## config.mk

```make
export PLATFORM = sky130hd
export DESIGN_NAME = fsr_fmul
export DESIGN_NICKNAME = d
export VERILOG_FILES = /design/src/rtl/fsr_pkg.sv /design/src/rtl/fsr_fmul.sv
export SDC_FILE = /design/constraint.sdc
export NUM_CORES = 2
export LEC_CHECK = 0
export BUFFER_PORTS_ARGS = -buffer_cell sky130_fd_sc_hd__buf_2
export CELL_PAD_IN_SITES_DETAIL_PLACEMENT = 0
export CELL_PAD_IN_SITES_GLOBAL_PLACEMENT = 1
export CORE_UTILIZATION = 42
export CTS_CLUSTER_SIZE = 12
export DETAILED_ROUTE_END_ITERATION = 10
export PLACE_DENSITY_LB_ADDON = 0.08
export SLEW_MARGIN = 20
export SYNTH_ARGS = -nofsm -noshare
export SYNTH_HDL_FRONTEND = slang
export SYNTH_SLANG_ARGS = --single-unit
```

## constraint.sdc

```tcl
create_clock -name clk -period 17.25 [get_ports clk]
set_input_delay 1.725 -clock clk [delete_from_list [all_inputs] [get_ports clk]]
set_output_delay 1.725 -clock clk [all_outputs]
set_load 0.01 [all_outputs]
```

## src/rtl/fsr_pkg.sv

```systemverilog
// Shared constants, types and the binary32 round-and-pack function of the square root unit.
package fsr_pkg;

	// Significand width handed to the rounder and its signed exponent width.
	localparam int SIG_W = 51;
	localparam int EXP_W = 12;
	// Width of the shifted significand inside the rounder: one zero, SIG_W bits, 24 fraction bits.
	localparam int XW = SIG_W + 25;

	// Fixed operands of the algorithm.
	localparam logic [31:0] MAGIC_GUESS       = 32'h5f375a86;
	localparam logic [31:0] ONE_HALF_BITS     = 32'h3f000000;
	localparam logic [31:0] THREE_HALVES_BITS = 32'h3fc00000;
	localparam logic [31:0] CANON_NAN         = 32'h7fc00000;
	localparam logic [30:0] INF_MAG           = 31'h7f800000;

	// Pipeline depths of the units.
	localparam int MUL_LAT    = 2;
	localparam int SUB_LAT    = 2;
	localparam int NEWTON_LAT = 3 * MUL_LAT + SUB_LAT;
	localparam int TOTAL_LAT  = MUL_LAT + 2 * NEWTON_LAT + MUL_LAT;

	// Special-operand flags that travel from the first to the second stage of a unit.
	typedef struct packed {
		logic nan;
		logic inf;
		logic zero;
	} spec_t;

	// Rounds sign * m * 2^e to binary32 with round-to-nearest-even, denormals and overflow included.
	// The caller guarantees that m is not zero.
	function automatic logic [31:0] round_pack(input logic sign, input logic [SIG_W-1:0] m,
			input logic signed [EXP_W-1:0] e);
		logic [5:0]              k;
		logic signed [EXP_W-1:0] q;
		logic signed [EXP_W-1:0] t;
		logic [6:0]              ts;
		logic [XW-1:0]           x;
		logic [XW-1:0]           y;
		logic [XW-1:0]           mask;
		logic                    guard;
		logic                    sticky;
		logic [24:0]             r;
		logic [33:0]             total;
		logic [31:0]             res;
		// Position of the leading one.
		k = '0;
		for (int i = 0; i < SIG_W; i++) begin
			if (m[i]) k = 6'(i);
		end
		// Weight of the result's last place, never below that of the smallest denormal.
		q = $signed({6'b0, k}) + e - 12'sd23;
		if (q < -12'sd149) q = -12'sd149;
		// Right shift that brings that weight to bit zero.
		t = q - e + 12'sd24;
		if (t > 12'sd76) ts = 7'd76;
		else ts = t[6:0];
		x = {1'b0, m, 24'b0};
		y = x >> ts;
		guard = x[ts - 7'd1];
		mask = ~({XW{1'b1}} << (ts - 7'd1));
		sticky = |(x & mask);
		r = y[24:0] + 25'(guard & (sticky | y[0]));
		// The hidden bit adds one to the exponent field, so a carry out of rounding lands right.
		total = (34'($unsigned(q + 12'sd149)) << 23) + 34'(r);
		if (total >= 34'h07f800000) res = {sign, INF_MAG};
		else res = {sign, total[30:0]};
		return res;
	endfunction

endpackage

```

## src/rtl/fsr_fmul.sv

```systemverilog
// Two-stage binary32 multiplier: significand product, then normalize and round.
module fsr_fmul (
	input  logic        clk,
	input  logic        arst_n,
	input  logic        in_valid,
	input  logic [31:0] a,
	input  logic [31:0] b,
	output logic        out_valid,
	output logic [31:0] p
);

	logic [7:0]  ea, eb, eae, ebe;
	logic [23:0] ma, mb;
	logic        nan_a, nan_b, inf_a, inf_b, zero_a, zero_b;
	fsr_pkg::spec_t spec_c;

	logic                            valid_s1, valid_s2;
	logic [47:0]                     prod_s1;
	logic signed [fsr_pkg::EXP_W-1:0] exp_s1;
	logic                            sign_s1;
	fsr_pkg::spec_t                  spec_s1;
	logic [31:0]                     res_s2;

	// Unpack both operands; a denormal uses exponent one without the hidden bit.
	always_comb begin
		ea = a[30:23];
		eb = b[30:23];
		ma = {ea != 8'd0, a[22:0]};
		mb = {eb != 8'd0, b[22:0]};
		eae = (ea == 8'd0) ? 8'd1 : ea;
		ebe = (eb == 8'd0) ? 8'd1 : eb;
		nan_a = (ea == 8'hff) && (a[22:0] != 23'd0);
		nan_b = (eb == 8'hff) && (b[22:0] != 23'd0);
		inf_a = (ea == 8'hff) && (a[22:0] == 23'd0);
		inf_b = (eb == 8'hff) && (b[22:0] == 23'd0);
		zero_a = (a[30:0] == 31'd0);
		zero_b = (b[30:0] == 31'd0);
		spec_c.nan = nan_a || nan_b || (inf_a && zero_b) || (zero_a && inf_b);
		spec_c.inf = inf_a || inf_b;
		spec_c.zero = zero_a || zero_b;
	end

	// Valid bits of both stages.
	always_ff @(posedge clk or negedge arst_n) begin
		if (!arst_n) begin
			valid_s1 <= 1'b0;
			valid_s2 <= 1'b0;
		end else begin
			valid_s1 <= in_valid;
			valid_s2 <= valid_s1;
		end
	end

	// Stage one: significand product and exponent sum.
	always_ff @(posedge clk) begin
		prod_s1 <= ma * mb;
		exp_s1 <= $signed({4'b0, eae}) + $signed({4'b0, ebe}) - 12'sd300;
		sign_s1 <= a[31] ^ b[31];
		spec_s1 <= spec_c;
	end

	// Stage two: special results first, otherwise round the exact product.
	always_ff @(posedge clk) begin
		priority if (spec_s1.nan) begin
			res_s2 <= fsr_pkg::CANON_NAN;
		end else if (spec_s1.inf) begin
			res_s2 <= {sign_s1, fsr_pkg::INF_MAG};
		end else if (spec_s1.zero) begin
			res_s2 <= {sign_s1, 31'd0};
		end else begin
			res_s2 <= fsr_pkg::round_pack(sign_s1, fsr_pkg::SIG_W'(prod_s1), exp_s1);
		end
	end

	assign out_valid = valid_s2;
	assign p = res_s2;

endmodule

```

==> flow_metrics.env <==
export IMPL_worstSetupPathType="reg -> reg"
export IMPL_cts_tree="built"
export IMPL_ys_ff_latch=96
export IMPL_drv_slew=0
export IMPL_ys_seq_area_share_pct=6.51
export IMPL_worst_path_max_delay_cell="a221oi_1"
export IMPL_clk_pin_slew_ns=0.08
export IMPL_finalClockSkew_ns=0.0216
export IMPL_wire_per_inst_um=25.3
export IMPL_drc=0
export IMPL_synth_top_area_cell="fa_1"
export IMPL_period_share_pct=94.1
export IMPL_yosys_cell_types_count=117
export IMPL_placed_cells=4551
export IMPL_final_antenna_net_count=0
export IMPL_rsz0062_at_grt="no"
export IMPL_hold_viol=0
export IMPL_grt_pass1_vias=28000
export IMPL_clk_path_buf_depth=2
export IMPL_dpl_worst_slack_ns=0.841
export IMPL_placed_cell_area_um2=30900
export IMPL_fmax_ghz=0.0616
export IMPL_yosysWarningCount=0
export IMPL_setup_tns_ns=0
export IMPL_mostFrequentLayoutCell="inv_1"
export IMPL_cts_sinks=96
export IMPL_fin_cells=4573
export IMPL_cp_start_kind="register"
export IMPL_cp_max_fo=29
export IMPL_gr_total_overflow=0
export IMPL_worstSkewPairLatency_ns=0.39
export IMPL_drv_cap=0
export IMPL_htreeDepth=3
export IMPL_drive_gt1_share_pct=7.43
export IMPL_worst_slew_pin_slew_ns=1.24
export IMPL_crit_arrival_ns=16.51
export IMPL_die_h_um=268
export IMPL_synth_cells=3660
export IMPL_final_area_um2=31300
export IMPL_final_cell_mix="576 x inv_1, 505 x nand2_1, 486 x fa_1"
export IMPL_max_slew_margin_pct=16.8
export IMPL_hpwl_mm=88.9
export IMPL_fillerInstances=7182
export IMPL_netlist_top_cells_area="fa_1 33%, ha_1 9.7%, inv_1 7.3%"
export IMPL_synthFlopType="dfxtp_1"
export IMPL_rows=97
export IMPL_hold_path_class="reg -> reg"
export IMPL_cp_required_ns=17.52
export IMPL_synth_edff_count=0
export IMPL_io_pins=100
export IMPL_drtIter0Drc=2265
export IMPL_endpoint_kind="register"
export IMPL_core_um2=69900
export IMPL_yosys_area_top_type_share_pct=32.8
export IMPL_synth_fp_nets=4444
export IMPL_grt_max_degree=73
export IMPL_setup_viol=0
export IMPL_routed_wl_mm=116
export IMPL_area_growth_pct=5.45
export IMPL_final_setup_worst_slack_ns=1.01
export IMPL_hold_buffers=0
export IMPL_period_needed_ns=16.24
export IMPL_cts_made_buffers=9
export IMPL_die_area_um2=71700
export IMPL_multiInputGateArea_um2=24700
export IMPL_grtUsageTotal_pct=32.6
export IMPL_fin_nets=4411
export IMPL_gp_congestion=1.03
export IMPL_cpMostUsedCell="nor3_1"
export IMPL_antenna_found_initial=1
export IMPL_initial_utilization_pct=42.4
export IMPL_drtPass1Iterations=6
export IMPL_critical_path_max_stage_delay_ns=0.92
export IMPL_grt_pass1_wl_mm=175
export IMPL_port_buffers=99
export IMPL_syn_area_um2=29700
export IMPL_status="finished, final reports clean"
export IMPL_viasPerCell=5.94
export IMPL_async_flop_share_pct=2.08
export IMPL_regArea_um2=1930
export IMPL_avgSynthCellArea_um2=8.11
export IMPL_ff2ff_setup_slack_ns=1.01
export IMPL_fp_dieW_um=268
export IMPL_vias=27200
export IMPL_root_buffer="clkbuf_16"
## through the flow
step / hold WS, ns / util, %
after floorplan: 0.331 / -
after global placement: 0.340 / 44.2
after detailed placement: 0.338 / 44.2
after CTS: 0.353 / 44.7
after global routing: 0.360 / 44.8
final: 0.352 / 44.8
## worst paths after layout
| kind | end | start | cells past startpoint |
|---|---|---|---|
| setup / recovery | p[22] | prod_s1[3] | 68 |
| hold / removal | out_valid | valid_s1 | 0 |
| setup reg to reg | p[22] | prod_s1[3] | 68 |
| hold reg to reg | out_valid | valid_s1 | 0 |
| max in group asynchronous | out_valid | arst_n | 1 |
| min in group asynchronous | valid_s1 | arst_n | 1 |
## routing by layer
metal	GRT usage [%]	vias up	routed length (um)
met5	0	-	0
met4	15.4	0	6110
met3	6.40	325	8720
met2	53.2	1265	53300
met1	41.6	13700	47500
li1	-	11900	-
## area by class of cell
type                       instances  area share [%]
timing repair buffer             162            3.10
tap                              940            3.76
antenna                            1         0.00800
sequential                        96            6.17
multi-input combinational       2779            79.0
inverter                         579            6.95
clock buffer                      11           0.776
clock inverter                     5           0.204
## registers in the layout, summed over array words and instances (netlist names)
signal / count
valid_s1: 1
out_valid: 1
sign_s1: 1
prod_s1: 48
spec_s1: 3
p: 32
exp_s1: 10
## cell usage after synthesis, types with 26 or more instances
| master | instances |
|---|---|
| inv_1 | 576 |
| nor2_1 | 172 |
| and3_1 | 27 |
| and2_1 | 239 |
| o21ai_0 | 123 |
| nand3_1 | 126 |
| a21oi_1 | 117 |
| a21o_1 | 29 |
| fa_1 | 486 |
| dfxtp_1 | 94 |
| ha_1 | 231 |
| mux2i_1 | 31 |
| o22ai_1 | 26 |
| nor3_1 | 51 |
| nor4_1 | 37 |
| xnor2_1 | 61 |
| clkbuf_1 | 157 |
| o211ai_1 | 30 |
| nand2_1 | 505 |
| xor2_1 | 32 |
## logic make-up (layout without fill, tap and decap cells)
| kind of cell | after synthesis | count (layout) | share of synthesized area (%) |
|---|---|---|---|
| fa+ha+maj | 717 | 717 | 42.5 |
| flops | 96 | 96 | 6.51 |
| simple gates | 1285 | 1285 | 21.2 |
| xor+xnor | 95 | 95 | 2.86 |
| other cells | 0 | 1 | 0 |
| mux | 49 | 49 | 1.80 |
| compound gates | 633 | 633 | 14.8 |
| buf+inv | 785 | 757 | 10.3 |
## repair_timing
action,4_1_cts,5_1_grt
setup buffers,0,5
resized for setup,0,4
endpoints found under the setup margin,0,23
## critical path: cells and delay by family (launching register included)
| kind | cells | cell delay, ns |
|---|---|---|
| adders and majority gates | 10 | 3.59 |
| buffers and inverters | 5 | 0.79 |
| DFF | 1 | 0.44 |
| AOI/OAI and AO/OA | 23 | 5.13 |
| and+or+nand+nor | 29 | 6.02 |
| xor gates and xnor gates | 1 | 0.11 |
Power is not shown: default switching activity piles up to over one toggle a cycle in this logic, so the estimate is an artifact.
