## src/rtl/fsr_delay.sv

```systemverilog
// Fixed-length register line that keeps a payload in step with the arithmetic pipeline.
module fsr_delay #(
	parameter int WIDTH = 32,
	parameter int DEPTH = 2
) (
	input  logic             clk,
	input  logic [WIDTH-1:0] d,
	output logic [WIDTH-1:0] q
);

	logic [WIDTH-1:0] delay_q [DEPTH];

	// First tap loads the input.
	always_ff @(posedge clk) begin
		delay_q[0] <= d;
	end

	// Remaining taps shift once per cycle.
	for (genvar i = 1; i < DEPTH; i++) begin : g_tap
		always_ff @(posedge clk) begin
			delay_q[i] <= delay_q[i-1];
		end
	end

	assign q = delay_q[DEPTH-1];

endmodule

```

## config.mk

```make
export PLATFORM = sky130hd
export DESIGN_NAME = fsr_delay
export DESIGN_NICKNAME = d
export VERILOG_FILES = /design/src/rtl/fsr_delay.sv
export SDC_FILE = /design/constraint.sdc
export NUM_CORES = 1
export LEC_CHECK = 0
export ABC_CLOCK_PERIOD_IN_PS = 800
export BUFFER_PORTS_ARGS = -buffer_cell sky130_fd_sc_hd__buf_4
export CAP_MARGIN = 20
export CORE_MARGIN = 2
export CORE_UTILIZATION = 44
export CTS_CLUSTER_DIAMETER = 50
export DETAILED_ROUTE_END_ITERATION = 7
export PLACE_DENSITY = 0.79
export SYNTH_ARGS = -nofsm -noshare
export SYNTH_HDL_FRONTEND = slang
export SYNTH_SLANG_ARGS = --single-unit
export TNS_END_PERCENT = 50
```

## constraint.sdc

```tcl
create_clock -name clk -period 0.8 [get_ports clk]
set_input_delay 0.2 -clock clk [delete_from_list [all_inputs] [get_ports clk]]
set_output_delay 0.2 -clock clk [all_outputs]
set_load 0.02 [all_outputs]
```

==> results.txt, run 1 <==
----------------------------------------------------
[Power]
  Power per standard cell area ... between 2000 and 3000 nW/µm²
  Fraction of power consumed by the clock network ... a little under two fifths
  Final Power ... around 6300 µW
  Sw power ... between 1000 and 1500 µW
  Switching part of the total ... roughly a fifth
  Worst vdd ir ... 1379 µV
  Register share of total power ... 54.6%
  Comb power frac ... approximately 8.7%
  Static power due to leakage ... ~0.0011 µW
  Design internal power ... around 5000 µW

[Global routing]
  Vias in the first global route ... between 900 and 1000
  Aggregate global routing overflow ... 0
  Number of antenna violations at the first check in global routing ... 0
  Pin count of the biggest net entering global routing ... 12
  Total global routing track utilization ... 16.56%
  First-pass GRT wire length ... between 4 and 5 mm

[Placed design]
  Final Wtd Congestion ... roughly 0.65
  Number of port buffers ... 64

[Route]
  Drt wl/cell ... approximately 13 µm
  Count of vias placed by the detailed router ... around 830
  Number of DRC violations after detailed-routing iteration 0 ... 14
  Routed wire length ... 2.820 mm
  Number of iterations in the first detailed-routing pass ... 4
  Number of DRC violations after detailed routing ... 0
  Antenna viol nets, final ... 0
  DR vias/cell ... approximately 3.8

[STA]
  Maximum clock skew at final layout ... 0.008217 ns
  Final worst hold slack ... between 0.3 and 0.4 ns
  RSZ-0062 raised after global routing ... yes
  Upper clock frequency limit ... around 950 MHz
  Final setup vio count ... 32
  Tcrit/Tclk final ... 131.2%
  Slew Limit Fails ... 0
  Worst slew margin ... ~90%
  Number of hold violations in the final report ... 0
  Sum Neg Setup Slack ... -7.463 ns
  Final critical-path required period ... 1.050 ns
  Worst Tran Pin Value ... roughly 0.13 ns
  Final worst setup slack ... -0.2500 ns

[Yosys]
  Yosys warns ... 0
  Adder-Cell Fraction of Synth Area ... 0%
  XOR/XNOR Fraction of Synth Area ... 0%
  Multiplexer fraction of the synthesized cell area ... 0%
  Flip-flop and latch count after synthesis ... 64
  Post-synthesis average cell area ... 15.85 µm²
  Total nets after synthesis ... 129
  Simple-gate share of the synthesized area ... 0%
  Area fraction in compound gates after synthesis ... 0%
  Post-synthesis cell count ... 96
  Proportion of synthesized chip area in sequential cells ... 84.21%
  Unique cell type count in the Yosys netlist ... 2
  Dominant combinational cell family by area after synthesis ... buffers and inverters
  Netlist Area Pre-Place ... roughly 1500 µm²

[Finish]
  Most flop-heavy register ... delay_q
  Net count of the finished layout ... between 200 and 250
  Multi-input comb cells ... 0
  Area occupied by registers ... between 1000 and 1500 µm²
  Largest registers ... delay_q x64
  Fillcell total ... ~210
  Area used by multi-input combinational logic ... 0 µm²
  Number of flip-flops in the largest register ... 64
  Fraction of layout instances using a drive strength above 1 ... a little under two thirds
  Commonest cells after routing, fill and taps aside ... sky130_fd_sc_hd__dfxtp_1, sky130_fd_sc_hd__dfxtp_2, sky130_fd_sc_hd__dlygate4sd3_1, sky130_fd_sc_hd__buf_4, sky130_fd_sc_hd__buf_6
  Area growth, synth to finish ... 61.10%
  Antenna diode count ... 0

[Floorplan]
  Vertical die dimension ... 62.81 µm
  Number of top-level pins ... 65
  Horizontal die dimension ... around 63 µm
  CORE AREA ... approximately 3300 µm²
  Initial cell density of the core ... a little under half
  Full die area ... approximately 4000 µm²
  Floorplan row count ... 21

[Clock network]
  TritonCTS clock tree ... built
  Clock-pin slew reported for the worst setup and hold paths after clock tree synthesis ... 0.10 ns
  Max Root-Sink Buffers ... 2
  Num CTS Buffers ... 9
  CTS H-tree lvls ... 3
  Worst-skew pair later-pin latency ... 0.39 ns
  Clk Tree Root Cell ... sky130_fd_sc_hd__clkbuf_4
  TritonCTS sink count ... 64

[Critical path]
  Crit path max-delay family ... flip-flops
  Crit Path Max Fanout ... 1
  Launching point of the worst reg2reg path ... delay_q[0][31]
  Slowest Stage Delay on Critical Path ... 0.34 ns
  Worst endpoint data arrival time ... approximately 0.85 ns
  Beginning of the critical path ... delay_q[0][34]
  Start-to-end type of the worst setup path ... reg2out
  Element type at the critical path start ... flop
  Cell type of the slowest stage on the worst timing path ... sky130_fd_sc_hd__dfxtp_2
  Critical-path cell list ... buf_6
  Critical path buffer and inverter count ... 1
  Endpoint class of the critical path ... output port
  Crit path required time ... around 0.60 ns

[Min path]
  Path type of the worst min-delay path ... reg2reg
  Origin of the worst min-delay path ... delay_q[0][0]

[Status]
  Violated checks ... setup timing
  Run status ... finished with violations

[Run]
  Maxcap violations ... 0

----------------------------------------------------
final timing paths:
path | to | depth (start not counted) | slack, ns
max | q[2] | 1 | -0.25
min | delay_q[0][32] | 0 | 0.33
max reg2reg | delay_q[0][63] | 0 | 0.38
min reg2reg | delay_q[0][32] | 0 | 0.33
power by group through the flow:
| stage | clock [µW] | combinational [µW] | sequential [µW] |
|---|---|---|---|
| final | 2310 | 544 | 3430 |
| after CTS | 2380 | 535 | 3430 |
| after global routing | 2540 | 569 | 3450 |
| after global placement | 0 | 354 | 3470 |
| after detailed placement | 0 | 358 | 3470 |
| after floorplan | 0 | 232 | 3460 |
synthesized netlist by cell type:
cell	n	area [µm²]
sky130_fd_sc_hd__dfxtp_1	64	1281
sky130_fd_sc_hd__buf_4	32	240.2
final cells by class:
class                 instances  share of cell area, %
Tap cell                     46                  2.348
Sequential cell              64                  53.91
Clock buffer                  9                  2.757
Timing Repair Buffer         96                  37.57
Clock inverter                6                  3.420
per-layer routing:
metal  wire length, µm  GRT usage [%]  share of wire, %
met5                 0              0                 0
met4                50          7.500               1.8
met3               259          12.79               9.2
met2              1709          30.65                61
met1               801          11.98                28
logic make-up (layout without fill, tap and decap cells):
group / Yosys count / count (layout)
flops: 64 / 64
buf+inv: 32 / 111
through the flow:
stage | utilization [%] | worst slack, ns | cells | cell area, µm²
6_report | 73.45 | -0.2500 | 221 | 2451
5_1_grt | 73.45 | -0.3187 | 221 | 2451
4_1_cts | 73.30 | -0.2826 | 221 | 2446
3_5_place_dp | 54.52 | 0.1542 | 174 | 1819
3_3_place_gp | 54.52 | 0.1746 | 174 | 1819
2_1_floorplan | - | 0.1840 | 96 | 1521
what timing repair did:
| action | CTS | global route |
|---|---|---|
| setup endpoints to repair | 32 | 32 |
| gates resized for setup | 62 | 2 |
| endpoints found under the hold margin | 32 | 0 |
| hold buffers | 32 | 0 |
| pin swaps | 0 | 0 |
| setup buffers | 0 | 0 |
Power figures use the tool's default switching activity.
==> run 2, diff against run 1 <==
--- a/config.mk
+++ b/config.mk
@@ -9,10 +9,11 @@
 export BUFFER_PORTS_ARGS = -buffer_cell sky130_fd_sc_hd__buf_4
 export CAP_MARGIN = 20
 export CORE_MARGIN = 2
-export CORE_UTILIZATION = 44
+export CORE_UTILIZATION = 47
+export CTS_BUF_LIST = sky130_fd_sc_hd__clkbuf_8
 export CTS_CLUSTER_DIAMETER = 50
 export DETAILED_ROUTE_END_ITERATION = 7
-export PLACE_DENSITY = 0.79
+export PLACE_DENSITY = 0.83
 export SYNTH_ARGS = -nofsm -noshare
 export SYNTH_HDL_FRONTEND = slang
 export SYNTH_SLANG_ARGS = --single-unit
==> run 2 against run 1 <==
Effect of this change:
- first-iteration DRC count did not move
- critical endpoint is now q[26]
- clock-buffer cell count rose by 2
- critical path depth did not move
- the flow still finishes with violations (setup timing)
- combinational power fell by 1%
==> results.txt, run 2 (synthesis results as in run 1) <==
----------------------------------------------------
[Power]
  Final Power ... 6640 µW (+5.6%)
  Static power due to leakage ... 0.001133 µW (+2.3%)
  Worst vdd ir ... 1651 µV (+20%)
  Switching part of the total ... 20.10% (-0.83 points)
  Design internal power ... 5305 µW (+6.7%)
  Comb power frac ... 8.1% (-0.6 points)
  Sw power ... 1334 µW (+1.4%)
  Register share of total power ... 51.7% (-2.9 points)
  Fraction of power consumed by the clock network ... 40.2% (+3.5 points)
  Power per standard cell area ... 2660 nW/µm² (+3.7%)

[Critical path]
  Beginning of the critical path ... delay_q[0][58]
  Launching point of the worst reg2reg path ... delay_q[0][30]
  Slowest Stage Delay on Critical Path ... 0.34 ns (about the same)
  Critical path buffer and inverter count ... 1 (unchanged)
  Worst endpoint data arrival time ... 0.76 ns (-0.09 ns)
  Start-to-end type of the worst setup path ... reg2out
  Crit path max-delay family ... flip-flops
  Cell type of the slowest stage on the worst timing path ... sky130_fd_sc_hd__dfxtp_2
  Critical-path cell list ... buf_6
  Endpoint class of the critical path ... output port
  Crit Path Max Fanout ... 1 (unchanged)
  Element type at the critical path start ... flop
  Crit path required time ... 0.60 ns (about the same)

[Finish]
  Fraction of layout instances using a drive strength above 1 ... 62.50% (-0.93 points)
  Net count of the finished layout ... 204 (unchanged)
  Antenna diode count ... 0 (unchanged)
  Number of flip-flops in the largest register ... 64 (unchanged)
  Area growth, synth to finish ... 64.06%
  Largest registers ... delay_q x64
  Multi-input comb cells ... 0 (unchanged)
  Area used by multi-input combinational logic ... 0 µm² (unchanged)
  Commonest cells after routing, fill and taps aside ... sky130_fd_sc_hd__dfxtp_1, sky130_fd_sc_hd__dfxtp_2, sky130_fd_sc_hd__dlygate4sd3_1, sky130_fd_sc_hd__buf_4, sky130_fd_sc_hd__buf_6
  Cell area after layout ... 2496 µm² (+1.8%)
  Most flop-heavy register ... delay_q

[STA]
  Tcrit/Tclk final ... 120.2% (-11 points)
  RSZ-0062 raised after global routing ... yes
  Number of hold violations in the final report ... 0 (unchanged)
  Final worst hold slack ... 0.3248 ns (-0.005006 ns)
  Final critical-path required period ... 0.9618 ns (-0.08812 ns)
  Upper clock frequency limit ... 1040 MHz (+9.2%)
  Final worst setup slack ... -0.1618 ns (+0.08812 ns)
  Worst slew margin ... 94.07% (+2.4 points)
  Slew Limit Fails ... 0 (unchanged)
  Final setup vio count ... 32 (unchanged)
  Worst Tran Pin Value ... 0.08870 ns (-0.03693 ns)
  Maximum clock skew at final layout ... 0.004633 ns (-0.003584 ns)

[Route]
  DR vias/cell ... 3.695 (-2.0%)
  Drt wl/cell ... 11.75 µm (-7.9%)
  Number of iterations in the first detailed-routing pass ... 4 (unchanged)
  Antenna viol nets, final ... 0 (unchanged)
  Count of vias placed by the detailed router ... 813 (-2.4%)
  Number of DRC violations after detailed-routing iteration 0 ... 14 (unchanged)
  Routed wire length ... 2.586 mm (-8.3%)
  Number of DRC violations after detailed routing ... 0 (unchanged)

[Placed design]
  Placed inst area ... 1817 µm² (-0.14%)
  Final Wtd Congestion ... 0.6158 (-4.7%)
  Worst setup timing slack at the placement stage ... 0.1481 ns (-0.006161 ns)
  Number of port buffers ... 64 (unchanged)

[Global routing]
  First-pass GRT wire length ... 3.953 mm (-9.2%)
  Vias in the first global route ... 919 (+0.99%)
  Total global routing track utilization ... 16.15% (-0.41 points)
  Number of antenna violations at the first check in global routing ... 0 (unchanged)
  Aggregate global routing overflow ... 0 (unchanged)
  Pin count of the biggest net entering global routing ... 11 (-1)

[Clock network]
  Max Root-Sink Buffers ... 2 (unchanged)
  CTS H-tree lvls ... 3 (unchanged)
  Post-CTS Setup Inserts ... 0 (unchanged)
  TritonCTS clock tree ... built
  TritonCTS sink count ... 64 (unchanged)
  Clock-pin slew reported for the worst setup and hold paths after clock tree synthesis ... 0.06 ns (-0.04 ns)
  Worst-skew pair later-pin latency ... 0.31 ns (-0.08 ns)
  Num CTS Buffers ... 9 (unchanged)
  Clk Tree Root Cell ... sky130_fd_sc_hd__clkbuf_8

[Status]
  Run status ... finished with violations
  Violated checks ... setup timing

[Floorplan]
  Initial cell density of the core ... 49.43% (+3.8 points)
  Full die area ... 3708 µm² (-6.0%)
  CORE AREA ... 3078 µm² (-7.8%)
  Floorplan row count ... 20 (-4.8%)
  Number of top-level pins ... 65 (unchanged)
  Vertical die dimension ... 60.90 µm (-3.0%)
  Horizontal die dimension ... 60.90 µm (-3.0%)

[Min path]
  Origin of the worst min-delay path ... delay_q[0][17]
  Path type of the worst min-delay path ... reg2reg

[Run]
  Maxcap violations ... 0 (unchanged)

----------------------------------------------------
==> run 2: changes by cell type in the layout (fill, tap and decap cells not counted), sizes merged <==
cell    change
bufinv      -1
clkbuf      +2
clkinv      -1
inv         +1
==> run 2: repair_timing <==
item / 4_1_cts / 5_1_grt
endpoints found under the setup margin: 32 / 32
resized for setup: 64 / 0
hold endpoints to repair: 32 / 0
hold buffers: 32 / 0
==> run 2: path summary, 6_finish.rpt <==
path                            cells after the start  slack [ns]             end
worst max-delay path                                1       -0.16           q[26]
worst min-delay path                                0        0.32  delay_q[0][49]
worst max register to register                      0        0.38  delay_q[0][62]
worst min register to register                      0        0.32  delay_q[0][49]
==> run 2: layout make-up <==
class | count | area, µm²
fill | 177 | 581.8
clock inverter | 5 | 47.55
clock buffer | 11 | 151.4
timing repair buffer | 96 | 920.9
sequential | 64 | 1321
tap | 44 | 55.05
==> run 2: metrics by stage <==
| stage | instances | utilization (%) | TNS [ns] |
|---|---|---|---|
| floorplan | 96 | - | 0 |
| global placement | 172 | 59.02 | 0 |
| detailed placement | 172 | 59.02 | 0 |
| CTS | 220 | 81.10 | -6.055 |
| global route | 220 | 81.10 | -5.989 |
| finish | 220 | 81.10 | -4.790 |
==> run 2: per-layer routing <==
metal | vias to the layer above | wire length (µm) | part of all wire [%] | GRT usage [%]
li1 | 409 | - | - | -
met5 | - | 0 | 0 | 0
met4 | 0 | 7 | 0.27 | 7.453
met2 | 47 | 1439 | 56 | 30.11
met3 | 2 | 228 | 8.8 | 9.382
met1 | 355 | 910 | 35 | 13.45
==> run 2: power groups by stage <==
stage | clock network [µW] | registers (µW) | logic [µW]
after global placement | 0 | 3460 | 352
after global routing | 2880 | 3450 | 568
after CTS | 2760 | 3430 | 535
final | 2670 | 3440 | 538
after floorplan | 0 | 3460 | 232
after detailed placement | 0 | 3470 | 358
==> run 3, diff against run 2 <==
--- a/config.mk
+++ b/config.mk
@@ -8,7 +8,7 @@
 export ABC_CLOCK_PERIOD_IN_PS = 800
 export BUFFER_PORTS_ARGS = -buffer_cell sky130_fd_sc_hd__buf_4
 export CAP_MARGIN = 20
-export CORE_MARGIN = 2
+export CORE_MARGIN = 5
 export CORE_UTILIZATION = 47
 export CTS_BUF_LIST = sky130_fd_sc_hd__clkbuf_8
 export CTS_CLUSTER_DIAMETER = 50
==> constraint.sdc (replaced) <==
create_clock -name clk -period 0.8 [get_ports clk]
set_input_delay 0.12 -clock clk [delete_from_list [all_inputs] [get_ports clk]]
set_output_delay 0.12 -clock clk [all_outputs]
set_load 0.02 [all_outputs]
==> run 3 against run 2 <==
Effect of this change:
- the flow still finishes with violations (setup timing)
- first-iteration DRC count is 79% higher
- global-route usage is 0.13 points higher
- die area is 21% higher
- sequential power hardly changed
- clock-buffer cell count is 1 lower
- design area is 1.4% lower
- setup slack better by 0.071 ns
- register-to-register slack hardly changed
- final cell count stayed put
- total power is 5.9% lower
- critical path depth stayed put
- clock skew hardly changed
- largest power group unchanged
==> results.txt, run 3 (synthesis results as in run 1) <==
----------------------------------------------------
[Status]
  Run status ... finished with violations
  Violated checks ... setup timing

[Critical path]
  Critical path buffer and inverter count ... 1 (unchanged)
  Cell type of the slowest stage on the worst timing path ... sky130_fd_sc_hd__dfxtp_2
  Crit path required time ... 0.68 ns (+0.08 ns)
  Critical-path cell list ... buf_6
  Crit Path Max Fanout ... 1 (unchanged)
  Worst endpoint data arrival time ... 0.77 ns (about the same)
  Element type at the critical path start ... flop
  Slowest Stage Delay on Critical Path ... 0.32 ns (-0.02 ns)
  Start-to-end type of the worst setup path ... reg2out
  Endpoint class of the critical path ... output port
  Crit path max-delay family ... flip-flops
  Register-to-register setup slack ... 0.38 ns (about the same)

[Finish]
  Commonest cells after routing, fill and taps aside ... sky130_fd_sc_hd__dfxtp_1, sky130_fd_sc_hd__dfxtp_2, sky130_fd_sc_hd__dlygate4sd3_1, sky130_fd_sc_hd__buf_4, sky130_fd_sc_hd__buf_6
  Area used by multi-input combinational logic ... 0 µm² (unchanged)
  Antenna diode count ... 0 (unchanged)
  Most flop-heavy register ... delay_q
  Fraction of layout instances using a drive strength above 1 ... 62.50% (unchanged)
  Net count of the finished layout ... 204 (unchanged)
  Largest registers ... delay_q x64
  Cell area after layout ... 2462 µm² (-1.4%)
  Number of flip-flops in the largest register ... 64 (unchanged)
  Fillcell total ... 192 (+8.5%)
  Area occupied by registers ... 1321 µm² (unchanged)
  Count of non-filler cells in the finished layout ... 220 (unchanged)
  Final standard cell utilization of the core ... 80.00% (-1.1 points)
  Multi-input comb cells ... 0 (unchanged)
  Area growth, synth to finish ... 61.84%

[Global routing]
  First-pass GRT wire length ... 4.802 mm (+21%)
  Number of antenna violations at the first check in global routing ... 0 (unchanged)
  Vias in the first global route ... 990 (+7.7%)
  Aggregate global routing overflow ... 0 (unchanged)
  Pin count of the biggest net entering global routing ... 11 (unchanged)
  Total global routing track utilization ... 16.27% (+0.13 points)

[Clock network]
  Worst-skew pair later-pin latency ... 0.33 ns (+0.02 ns)
  TritonCTS clock tree ... built
  CTS H-tree lvls ... 3 (unchanged)
  Clock-pin slew reported for the worst setup and hold paths after clock tree synthesis ... 0.06 ns (about the same)
  Clk Tree Root Cell ... sky130_fd_sc_hd__clkbuf_8
  TritonCTS sink count ... 64 (unchanged)
  Max Root-Sink Buffers ... 2 (unchanged)
  Num CTS Buffers ... 9 (unchanged)
  Post-CTS Setup Inserts ... 0 (unchanged)

[Floorplan]
  Number of top-level pins ... 65 (unchanged)
  Horizontal die dimension ... 66.90 µm (+9.9%)
  Floorplan row count ... 20 (unchanged)
  Initial cell density of the core ... 49.43% (unchanged)
  CORE AREA ... 3078 µm² (unchanged)
  Full die area ... 4475 µm² (+21%)
  Vertical die dimension ... 66.90 µm (+9.9%)

[Min path]
  Path type of the worst min-delay path ... reg2reg

[STA]
  RSZ-0062 raised after global routing ... yes
  Slew Limit Fails ... 0 (unchanged)
  Final worst setup slack ... -0.09112 ns (+0.07073 ns)
  Tcrit/Tclk final ... 111.4% (-8.8 points)
  Worst Tran Pin Value ... 0.1181 ns (+0.02938 ns)
  Number of hold violations in the final report ... 0 (unchanged)
  Sum Neg Setup Slack ... -2.671 ns (+2.119 ns)
  Maximum clock skew at final layout ... 0.004616 ns (-0.00001668 ns)
  Final critical-path required period ... 0.8911 ns (-0.07073 ns)
  Final setup vio count ... 32 (unchanged)
  Upper clock frequency limit ... 1122 MHz (+7.9%)
  Worst slew margin ... 92.10% (-2.0 points)

[Route]
  Number of iterations in the first detailed-routing pass ... 2 (-2)
  DR vias/cell ... 3.836 (+3.8%)
  Number of DRC violations after detailed-routing iteration 0 ... 25 (+11)
  Routed wire length ... 3.058 mm (+18%)
  Count of vias placed by the detailed router ... 844 (+3.8%)
  Antenna viol nets, final ... 0 (unchanged)
  Drt wl/cell ... 13.90 µm (+18%)
  Number of DRC violations after detailed routing ... 0 (unchanged)

[Placed design]
  Number of port buffers ... 64 (unchanged)
  Cell Count Post-Placement ... 172 (unchanged)
  Final Wtd Congestion ... 0.6190 (+0.52%)
  Placed inst area ... 1817 µm² (unchanged)
  Worst setup timing slack at the placement stage ... 0.2397 ns (+0.09165 ns)
  Post-detail-place hpwl ... ~1.6 mm

[Power]
  Design internal power ... 4892 µW (-7.8%)
  Switching part of the total ... 21.73% (+1.6 points)
  Fraction of power consumed by the clock network ... 36.3% (-3.9 points)
  Register share of total power ... 55.0% (+3.3 points)
  Power per standard cell area ... 2538 nW/µm² (-4.6%)
  Sw power ... 1358 µW (+1.8%)
  Worst vdd ir ... 1653 µV (+0.13%)
  Static power due to leakage ... 0.001119 µW (-1.2%)
  Comb power frac ... 8.7% (+0.6 points)

[Run]
  Maxcap violations ... 0 (unchanged)

----------------------------------------------------
==> run 3: final timing paths <==
path                                startpoint              to  depth (start not counted)
worst min register to register  delay_q[0][24]  delay_q[0][56]                          0
worst min-delay path            delay_q[0][24]  delay_q[0][56]                          0
worst max-delay path            delay_q[0][40]            q[8]                          1
worst max register to register  delay_q[0][27]  delay_q[0][59]                          0
==> run 3: timing repair <==
action,in CTS,in global routing
pin swaps,0,0
endpoints found under the hold margin,32,0
setup endpoints to repair,32,32
resized for setup,64,0
hold buffers,32,0
==> run 3: power by group through the flow <==
| stage | Sequential, µW | Combinational (µW) | Clock (µW) |
|---|---|---|---|
| global route | 3460 | 573 | 2570 |
| floorplan | 3460 | 232 | 0 |
| global placement | 3460 | 356 | 0 |
| CTS | 3440 | 539 | 2330 |
| finish | 3440 | 544 | 2270 |
| detailed placement | 3470 | 362 | 0 |
==> run 3: final cells by class <==
cell class,instances,area share [%]
clock inverter,6,1.118
clock buffer,10,5.589
tap,44,2.236
timing repair buffer,96,37.40
sequential,64,53.66
==> run 3: routing by layer <==
metal / vias up / global-route usage [%] / share of wire, %
li1: 412 / - / -
met1: 384 / 12.77 / 32
met2: 46 / 30.07 / 55
met3: 2 / 12.82 / 12
met4: 0 / 4.557 / 0.46
met5: - / 0 / 0
==> run 3: per-stage QoR <==
step                      hold WS (ns)  total power (µW)
after floorplan                 0.1477              3688
after global placement          0.2243              3821
after detailed placement        0.2255              3835
after CTS                       0.3197              6307
after global routing            0.3269              6596
final                           0.3223              6250
